===== config.mk =====
export PLATFORM = sky130hd
export DESIGN_NAME = mac_prefix_table_match_unit
export DESIGN_NICKNAME = d
export VERILOG_FILES = /design/src/rtl/mptm_pkg.sv /design/src/rtl/mptm_cell.sv /design/src/rtl/mac_prefix_table_match_unit.sv
export SDC_FILE = /design/constraint.sdc
export NUM_CORES = 2
export LEC_CHECK = 0
export BUFFER_PORTS_ARGS = -buffer_cell sky130_fd_sc_hd__buf_2
export CAP_MARGIN = 20
export CORE_UTILIZATION = 63
export DETAILED_ROUTE_END_ITERATION = 10
export PLACE_DENSITY_LB_ADDON = 0.2
export SETUP_SLACK_MARGIN = 0.5
export SKIP_LAST_GASP = 1
export SLEW_MARGIN = 15
export SYNTH_ARGS = -nofsm -noshare
export SYNTH_HDL_FRONTEND = slang
export SYNTH_HIERARCHICAL = 1
export SYNTH_SLANG_ARGS = --single-unit

===== constraint.sdc =====
create_clock -name clk_i -period 6.94 [get_ports clk_i]
set_clock_uncertainty 0.2 [all_clocks]
set_input_delay 1.041 -clock clk_i [delete_from_list [all_inputs] [get_ports clk_i]]
set_output_delay 1.041 -clock clk_i [all_outputs]
set_load 0.05 [all_outputs]

===== src/rtl/mptm_pkg.sv =====
package mptm_pkg;

  // Field widths of the request and result items
  localparam int MacW      = 48;
  localparam int SlotW     = 6;
  localparam int PrefixW   = 36;
  localparam int LenW      = 2;
  localparam int CatW      = 4;
  localparam int SpecW     = 2;
  localparam int CountW    = 7;
  localparam int MatchIdxW = 6;

  // Packed stream widths, rounded up to whole bytes
  localparam int InFieldsW  = MacW + SlotW + PrefixW + LenW + CatW + SpecW;
  localparam int InDataW    = ((InFieldsW + 7) / 8) * 8;
  localparam int OutFieldsW = 1 + MatchIdxW + CatW + SpecW;
  localparam int OutDataW   = ((OutFieldsW + 7) / 8) * 8;

  // Request kinds carried on tuser
  typedef enum logic {
    KIND_LOOKUP = 1'b0,
    KIND_LOAD   = 1'b1
  } kind_e;

  // Prefix length codes
  typedef enum logic [LenW-1:0] {
    LEN_24   = 2'd0,
    LEN_28   = 2'd1,
    LEN_36   = 2'd2,
    LEN_NONE = 2'd3
  } len_e;

  // One table entry
  typedef struct packed {
    logic [PrefixW-1:0] prefix;
    len_e               length;
    logic [CatW-1:0]    category;
    logic [SpecW-1:0]   specificity;
  } entry_t;

  // Table write broadcast to every cell
  typedef struct packed {
    logic             en;
    logic [SlotW-1:0] slot;
    entry_t           entry;
  } wr_t;

  // Lookup probe handed from cell to cell
  typedef struct packed {
    logic [MacW-1:0]  mac;
    logic             hit;
    logic [CatW-1:0]  category;
    logic [SpecW-1:0] specificity;
  } probe_t;

  // Does the address fall inside the entry's assignment?
  function automatic logic entry_covers(entry_t e, logic [MacW-1:0] mac);
    logic oui_eq;
    logic nib_eq;
    logic low_eq;
    logic res;
    oui_eq = (mac[47:24] == e.prefix[35:12]);
    nib_eq = (mac[23:20] == e.prefix[11:8]);
    low_eq = (mac[19:12] == e.prefix[7:0]);
    case (e.length)
      LEN_24:  res = oui_eq;
      LEN_28:  res = oui_eq & nib_eq;
      LEN_36:  res = oui_eq & nib_eq & low_eq;
      default: res = 1'b0;
    endcase
    return res;
  endfunction

endpackage


===== src/rtl/mptm_cell.sv =====
module mptm_cell #(
  parameter int BASE          = 0,
  parameter int CELL_ENTRIES  = 8,
  parameter int TABLE_ENTRIES = 64,
  parameter int IDX_W         = 6
) (
  input  logic                          clk_i,
  input  logic                          rst_ni,
  input  mptm_pkg::wr_t                 wr_i,
  input  logic [mptm_pkg::CountW-1:0]   count_i,
  input  logic                          in_valid_i,
  input  mptm_pkg::probe_t              in_probe_i,
  input  logic [IDX_W-1:0]              in_idx_i,
  output logic                          out_valid_o,
  output mptm_pkg::probe_t              out_probe_o,
  output logic [IDX_W-1:0]              out_idx_o
);

  mptm_pkg::entry_t entries_q [CELL_ENTRIES];

  logic                       out_valid_q;
  mptm_pkg::probe_t           probe_q, probe_d;
  logic [IDX_W-1:0]           idx_q, idx_d;

  // Store a load into the local slot it addresses
  always_ff @(posedge clk_i) begin
    for (int k = 0; k < CELL_ENTRIES; k++) begin
      if (wr_i.en && (BASE + k < TABLE_ENTRIES) && (int'(wr_i.slot) == BASE + k)) begin
        entries_q[k] <= wr_i.entry;
      end
    end
  end

  // Pick the lowest local match, unless an earlier cell already hit
  always_comb begin
    probe_d = in_probe_i;
    idx_d   = in_idx_i;
    if (!in_probe_i.hit) begin
      for (int k = CELL_ENTRIES - 1; k >= 0; k--) begin
        if ((BASE + k < TABLE_ENTRIES) && (BASE + k < int'(count_i)) &&
            mptm_pkg::entry_covers(entries_q[k], in_probe_i.mac)) begin
          probe_d.hit         = 1'b1;
          probe_d.category    = entries_q[k].category;
          probe_d.specificity = entries_q[k].specificity;
          idx_d               = IDX_W'(BASE + k);
        end
      end
    end
  end

  // Advance the probe to the next cell
  always_ff @(posedge clk_i or negedge rst_ni) begin
    if (!rst_ni) begin
      out_valid_q <= 1'b0;
    end else begin
      out_valid_q <= in_valid_i;
    end
  end

  always_ff @(posedge clk_i) begin
    if (in_valid_i) begin
      probe_q <= probe_d;
      idx_q   <= idx_d;
    end
  end

  assign out_valid_o = out_valid_q;
  assign out_probe_o = probe_q;
  assign out_idx_o   = idx_q;

endmodule


===== src/rtl/mac_prefix_table_match_unit.sv =====
// MAC prefix table lookup. The table lives in a row of cells, each holding
// CELL_ENTRIES entries (8 by default, so 8 cells for 64 entries). A load request
// writes one entry. A lookup request enters the first cell and moves one cell per
// clock, each cell comparing the address against all of its entries at once and
// keeping the lowest-indexed hit. After the last cell the probe lands in the
// result holding register and then in the output register; the next request is
// taken only once the result has left the holding register. One lookup is in the
// row at a time. A new request is taken while a finished result waits in the
// output register; a second finished result held behind it in the holding
// register stalls the input. Only entries below entry_count (saturated at
// TABLE_ENTRIES) take part; loads to slots at or above TABLE_ENTRIES are dropped.
// The table has no reset, so every entry below entry_count must be loaded before
// a lookup.
module mac_prefix_table_match_unit #(
  parameter int TABLE_ENTRIES = 64,
  parameter int CELL_ENTRIES  = 8
) (
  input  logic                            clk_i,
  input  logic                            rst_ni,
  // Register write: entry_count
  input  logic                            cfg_valid_i,
  output logic                            cfg_ready_o,
  input  logic [mptm_pkg::CountW-1:0]     cfg_data_i,
  // Requests
  input  logic                            s_axis_tvalid_i,
  output logic                            s_axis_tready_o,
  // mac_address[47:0], entry_index[53:48], entry_prefix[89:54],
  // entry_length[91:90], entry_category[95:92], entry_specificity[97:96], zero[103:98]
  input  logic [mptm_pkg::InDataW-1:0]    s_axis_tdata_i,
  // kind[0]
  input  logic                            s_axis_tuser_i,
  // Results
  output logic                            m_axis_tvalid_o,
  input  logic                            m_axis_tready_i,
  // hit[0], match_index[6:1], match_category[10:7], match_specificity[12:11],
  // zero[15:13]
  output logic [mptm_pkg::OutDataW-1:0]   m_axis_tdata_o
);

  localparam int NumCells = (TABLE_ENTRIES + CELL_ENTRIES - 1) / CELL_ENTRIES;
  localparam int IdxW     = (TABLE_ENTRIES > 1) ? $clog2(TABLE_ENTRIES) : 1;

  logic [mptm_pkg::CountW-1:0] count_q;
  logic                        inflight_q;
  logic                        pend_valid_q;
  mptm_pkg::probe_t            pend_probe_q;
  logic [IdxW-1:0]             pend_idx_q;
  logic                        m_valid_q;
  logic [mptm_pkg::OutDataW-1:0] m_data_q, m_data_d;

  logic                        req_accept;
  logic                        lookup_go;
  logic                        pend_move;
  mptm_pkg::wr_t               wr;

  logic [NumCells:0]           chain_valid;
  mptm_pkg::probe_t            chain_probe [NumCells+1];
  logic [IdxW-1:0]             chain_idx   [NumCells+1];

  // Register write port
  assign cfg_ready_o = 1'b1;

  always_ff @(posedge clk_i or negedge rst_ni) begin
    if (!rst_ni) begin
      count_q <= '0;
    end else if (cfg_valid_i) begin
      count_q <= cfg_data_i;
    end
  end

  // Accept a request only with the row and the holding register empty
  assign s_axis_tready_o = !inflight_q && !pend_valid_q;
  assign req_accept      = s_axis_tvalid_i && s_axis_tready_o;
  assign lookup_go       = req_accept &&
                           (mptm_pkg::kind_e'(s_axis_tuser_i) == mptm_pkg::KIND_LOOKUP);

  // Broadcast a load to the cells
  always_comb begin
    wr.en                = req_accept &&
                           (mptm_pkg::kind_e'(s_axis_tuser_i) == mptm_pkg::KIND_LOAD);
    wr.slot              = s_axis_tdata_i[53:48];
    wr.entry.prefix      = s_axis_tdata_i[89:54];
    wr.entry.length      = mptm_pkg::len_e'(s_axis_tdata_i[91:90]);
    wr.entry.category    = s_axis_tdata_i[95:92];
    wr.entry.specificity = s_axis_tdata_i[97:96];
  end

  // Launch a fresh probe into the first cell
  always_comb begin
    chain_valid[0]             = lookup_go;
    chain_probe[0].mac         = s_axis_tdata_i[47:0];
    chain_probe[0].hit         = 1'b0;
    chain_probe[0].category    = '0;
    chain_probe[0].specificity = '0;
    chain_idx[0]               = '0;
  end

  for (genvar c = 0; c < NumCells; c++) begin : g_cell
    mptm_cell #(
      .BASE          (c * CELL_ENTRIES),
      .CELL_ENTRIES  (CELL_ENTRIES),
      .TABLE_ENTRIES (TABLE_ENTRIES),
      .IDX_W         (IdxW)
    ) u_cell (
      .clk_i       (clk_i),
      .rst_ni      (rst_ni),
      .wr_i        (wr),
      .count_i     (count_q),
      .in_valid_i  (chain_valid[c]),
      .in_probe_i  (chain_probe[c]),
      .in_idx_i    (chain_idx[c]),
      .out_valid_o (chain_valid[c+1]),
      .out_probe_o (chain_probe[c+1]),
      .out_idx_o   (chain_idx[c+1])
    );
  end

  // Track the lookup in flight and hold its result until the output frees up
  assign pend_move = pend_valid_q && (!m_valid_q || m_axis_tready_i);

  always_ff @(posedge clk_i or negedge rst_ni) begin
    if (!rst_ni) begin
      inflight_q   <= 1'b0;
      pend_valid_q <= 1'b0;
      m_valid_q    <= 1'b0;
    end else begin
      if (lookup_go) begin
        inflight_q <= 1'b1;
      end else if (chain_valid[NumCells]) begin
        inflight_q <= 1'b0;
      end
      if (chain_valid[NumCells]) begin
        pend_valid_q <= 1'b1;
      end else if (pend_move) begin
        pend_valid_q <= 1'b0;
      end
      if (pend_move) begin
        m_valid_q <= 1'b1;
      end else if (m_axis_tready_i) begin
        m_valid_q <= 1'b0;
      end
    end
  end

  always_ff @(posedge clk_i) begin
    if (chain_valid[NumCells]) begin
      pend_probe_q <= chain_probe[NumCells];
      pend_idx_q   <= chain_idx[NumCells];
    end
  end

  // Pack the result
  always_comb begin
    m_data_d        = '0;
    m_data_d[0]     = pend_probe_q.hit;
    m_data_d[6:1]   = mptm_pkg::MatchIdxW'(pend_idx_q);
    m_data_d[10:7]  = pend_probe_q.category;
    m_data_d[12:11] = pend_probe_q.specificity;
  end

  always_ff @(posedge clk_i) begin
    if (pend_move) begin
      m_data_q <= m_data_d;
    end
  end

  assign m_axis_tvalid_o = m_valid_q;
  assign m_axis_tdata_o  = m_data_q;

  // At most one probe travels the row
  a_one_probe: assert property (@(posedge clk_i) disable iff (!rst_ni)
    $countones(chain_valid[NumCells:1]) <= 1)
    else $error("more than one probe in the cell row");

  // A probe leaves the row only for a lookup in flight, into an empty holding register
  a_exit_tracked: assert property (@(posedge clk_i) disable iff (!rst_ni)
    chain_valid[NumCells] |-> (inflight_q && !pend_valid_q))
    else $error("probe left the row without a lookup in flight");

  // An accepted lookup is in the row on the next cycle
  a_lookup_inflight: assert property (@(posedge clk_i) disable iff (!rst_ni)
    lookup_go |=> (inflight_q && (chain_valid[NumCells:1] != '0)))
    else $error("accepted lookup not tracked");

  // A miss reports zero index, category and specificity
  a_miss_zero: assert property (@(posedge clk_i) disable iff (!rst_ni)
    (m_valid_q && !m_data_q[0]) |-> (m_data_q[12:1] == '0))
    else $error("miss result carries nonzero fields");

endmodule


==> results by group <==
Status
  – Status: complete, but fails checks
  – Violated checks: DRC

Power
  – Power Dens Cells: 286.7 nW/um^2
  – Maximum vdd drop: 0.0003037 V
  – LEAKAGE: between 40 and 50 nW

Route
  – Number of remaining DRC errors: 30
  – Final wirelength: 399,600 um
  – Via count: 79,440
  – Detailed Route Iter0 Violations: 13,840
  – Vias per std cell: a little under 7
  – Routed len/inst: 33.80 um
  – DRT Pass-1 Iters: 11
  – Post-DRT Antenna Nets: 0

Layout
  – Most common cell after layout, fill and taps aside: edfxtp_1
  – Nets: between 8,000 and 9,000
  – Most frequent cells in the layout: edfxtp_1, xnor2_1, xor2_1, nand4_1, clkbuf_16
  – Post-Route Utilization: 70.58%
  – Layout area overhead: 11.26%
  – Fraction of layout cells with a size suffix above 1: 11.01%

STA
  – Fmax: 204.7 MHz
  – RSZ-0062 raised after global routing: false
  – Setup violators final: 0
  – Slew HR: 18.30%
  – Crit share post-route: 70.41%
  – Slew Limit Fails: 0
  – Fin crit period: 4.886 ns
  – Final setup TNS: 0 ns
  – Final hold violations: 0
  – Actual slew at the worst max-slew pin: 1.225 ns

Clock network
  – Total CTS buffers: 335
  – CTS resizes: 0
  – Worst-path clk slew: 0.06 ns
  – Worst-Skew Late Latency: 0.96 ns
  – Postcts setup bufs: 0
  – CTS tree: done
  – CTS Buffer Depth: 4
  – H-tree depth: 5
  – Root Driver: clkbuf_16
  – # clock sinks: 3,216
  – CTS Hold Buffers Added: 1

Setup path
  – Arr. time, crit path: 5.36 ns
  – WP data required: 7.41 ns
  – Critical path class: register to register
  – Crit path from: count_q[5]$_DFFE_PN0P_
  – Worst setup SP type: register
  – CP Capture Type: register
  – Reg2reg start: count_q[5]$_DFFE_PN0P_
  – Max FO, Critical Path: 20

Logic synthesis
  – Synth Area per Inst: approximately 16 um^2
  – Mapped Cells: 8,399
  – Post-Syn Area: 134,500 um^2
  – Synthesis warning total: 6

Placement
  – Routability cong.: about 0.93
  – IO buf count: 113
  – HPWL after detailed placement: about 240,000 um

Die
  – Die H: 464.1 um
  – DIE AREA: roughly 220,000 um^2
  – Starting Density: between 60% and 70%
  – Row count: approximately 170
  – Area of the core: 212,100 um^2
  – Boundary Pins: about 140
  – Die width: 464.1 um

Worst hold path
  – Min-delay src: cfg_data_i[3]
  – Hold crit path type: primary input to register

Global routing
  – Total global routing overflow: 0
  – Initial antenna violation count: 35
  – Gr usage total: 36.94%
  – Vias in the first global route: 75,950
  – First-pass GRT wire length: 554,600 um
  – Largest net degree at the start of global routing: 65

Flow run
  – Max_cap viols: 0
==> worst max-delay path: stages, from the launching register on <==
cell,delay (ns)
dfrtp_2,0.82
buf_4,0.60
o21a_1,0.22
nor2_1,0.10
nor4_1,0.74
nand4_1,0.65
and2b_1,0.44
a41oi_1,0.67
nor2b_1,0.12
==> state kept, by name, indices dropped and copies added, names as in the netlist <==
signal                     flops
m_axis_tvalid_o                1
m_data_d                       7
g_cell.u_cell/out_probe_o    308
m_axis_tdata_o                13
pend_idx_q                     6
g_cell.u_cell/entries_q     2816
pend_valid_q                   1
g_cell.u_cell/out_valid_o      8
count_q                        7
inflight_q                     1
g_cell.u_cell/out_idx_o       48
==> report_power, final <==
| part | switching (mW) | internal, mW | total (mW) | leakage (nW) |
|---|---|---|---|---|
| clock | 7.29 | 10.2 | 17.5 | 5.12 |
| combinational | 1.93 | 0.920 | 2.85 | 12.3 |
| sequential | 0.815 | 21.7 | 22.5 | 29.0 |
| total | 10.0 | 32.9 | 42.9 | 46.4 |
==> layer usage <==
layer | vias up | GRT usage [%] | routed length [um]
li1 | 32330 | - | -
met1 | 39840 | 52.94 | 147100
met2 | 6267 | 54.41 | 175200
met3 | 993 | 9.127 | 58870
met4 | 10 | 15.54 | 18390
met5 | - | 0 | 64
==> layout make-up <==
class	count	area, um^2
timing repair buffer	332	2505
inverter	91	341.6
antenna	18	45.04
fill	13270	62400
multi-input combinational	4760	36270
clock buffer	421	8884
tap	2821	3530
clock inverter	161	1609
sequential	3216	96500
==> path summary, 6_finish.rpt <==
kind	depth (start not counted)	end	slack [ns]
hold / removal	2	count_q[3]$_DFFE_PN0P_	0.16
setup reg to reg	8	g_cell[5].u_cell/out_idx_o[4]$_DFFE_PP_	2.05
min in group asynchronous	2	m_axis_tvalid_o$_DFFE_PN0P_	0.57
hold reg to reg	0	m_axis_tdata_o[9]$_DFFE_PP_	0.22
setup / recovery	8	g_cell[5].u_cell/out_idx_o[4]$_DFFE_PP_	2.05
max in group asynchronous	2	g_cell[2].u_cell/out_valid_o$_DFF_PN0_	5.32
==> stage by stage <==
stage / hold slack (ns) / total power [mW] / instances / instance area, um^2 / setup slack (ns)
final: 0.1611 / 42.91 / 11820 / 149700 / 2.054
after detailed placement: 0.2045 / 25.66 / 11210 / 139000 / 2.299
after global routing: 0.1563 / 43.79 / 11800 / 149600 / 2.184
after global placement: 0.2026 / 25.60 / 11200 / 138800 / 1.560
after CTS: 0.1109 / 42.84 / 11790 / 149500 / 2.293
after floorplan: 0.2003 / 24.11 / 8424 / 134600 / 1.259
Note: power is estimated with default switching activity, not from simulation.
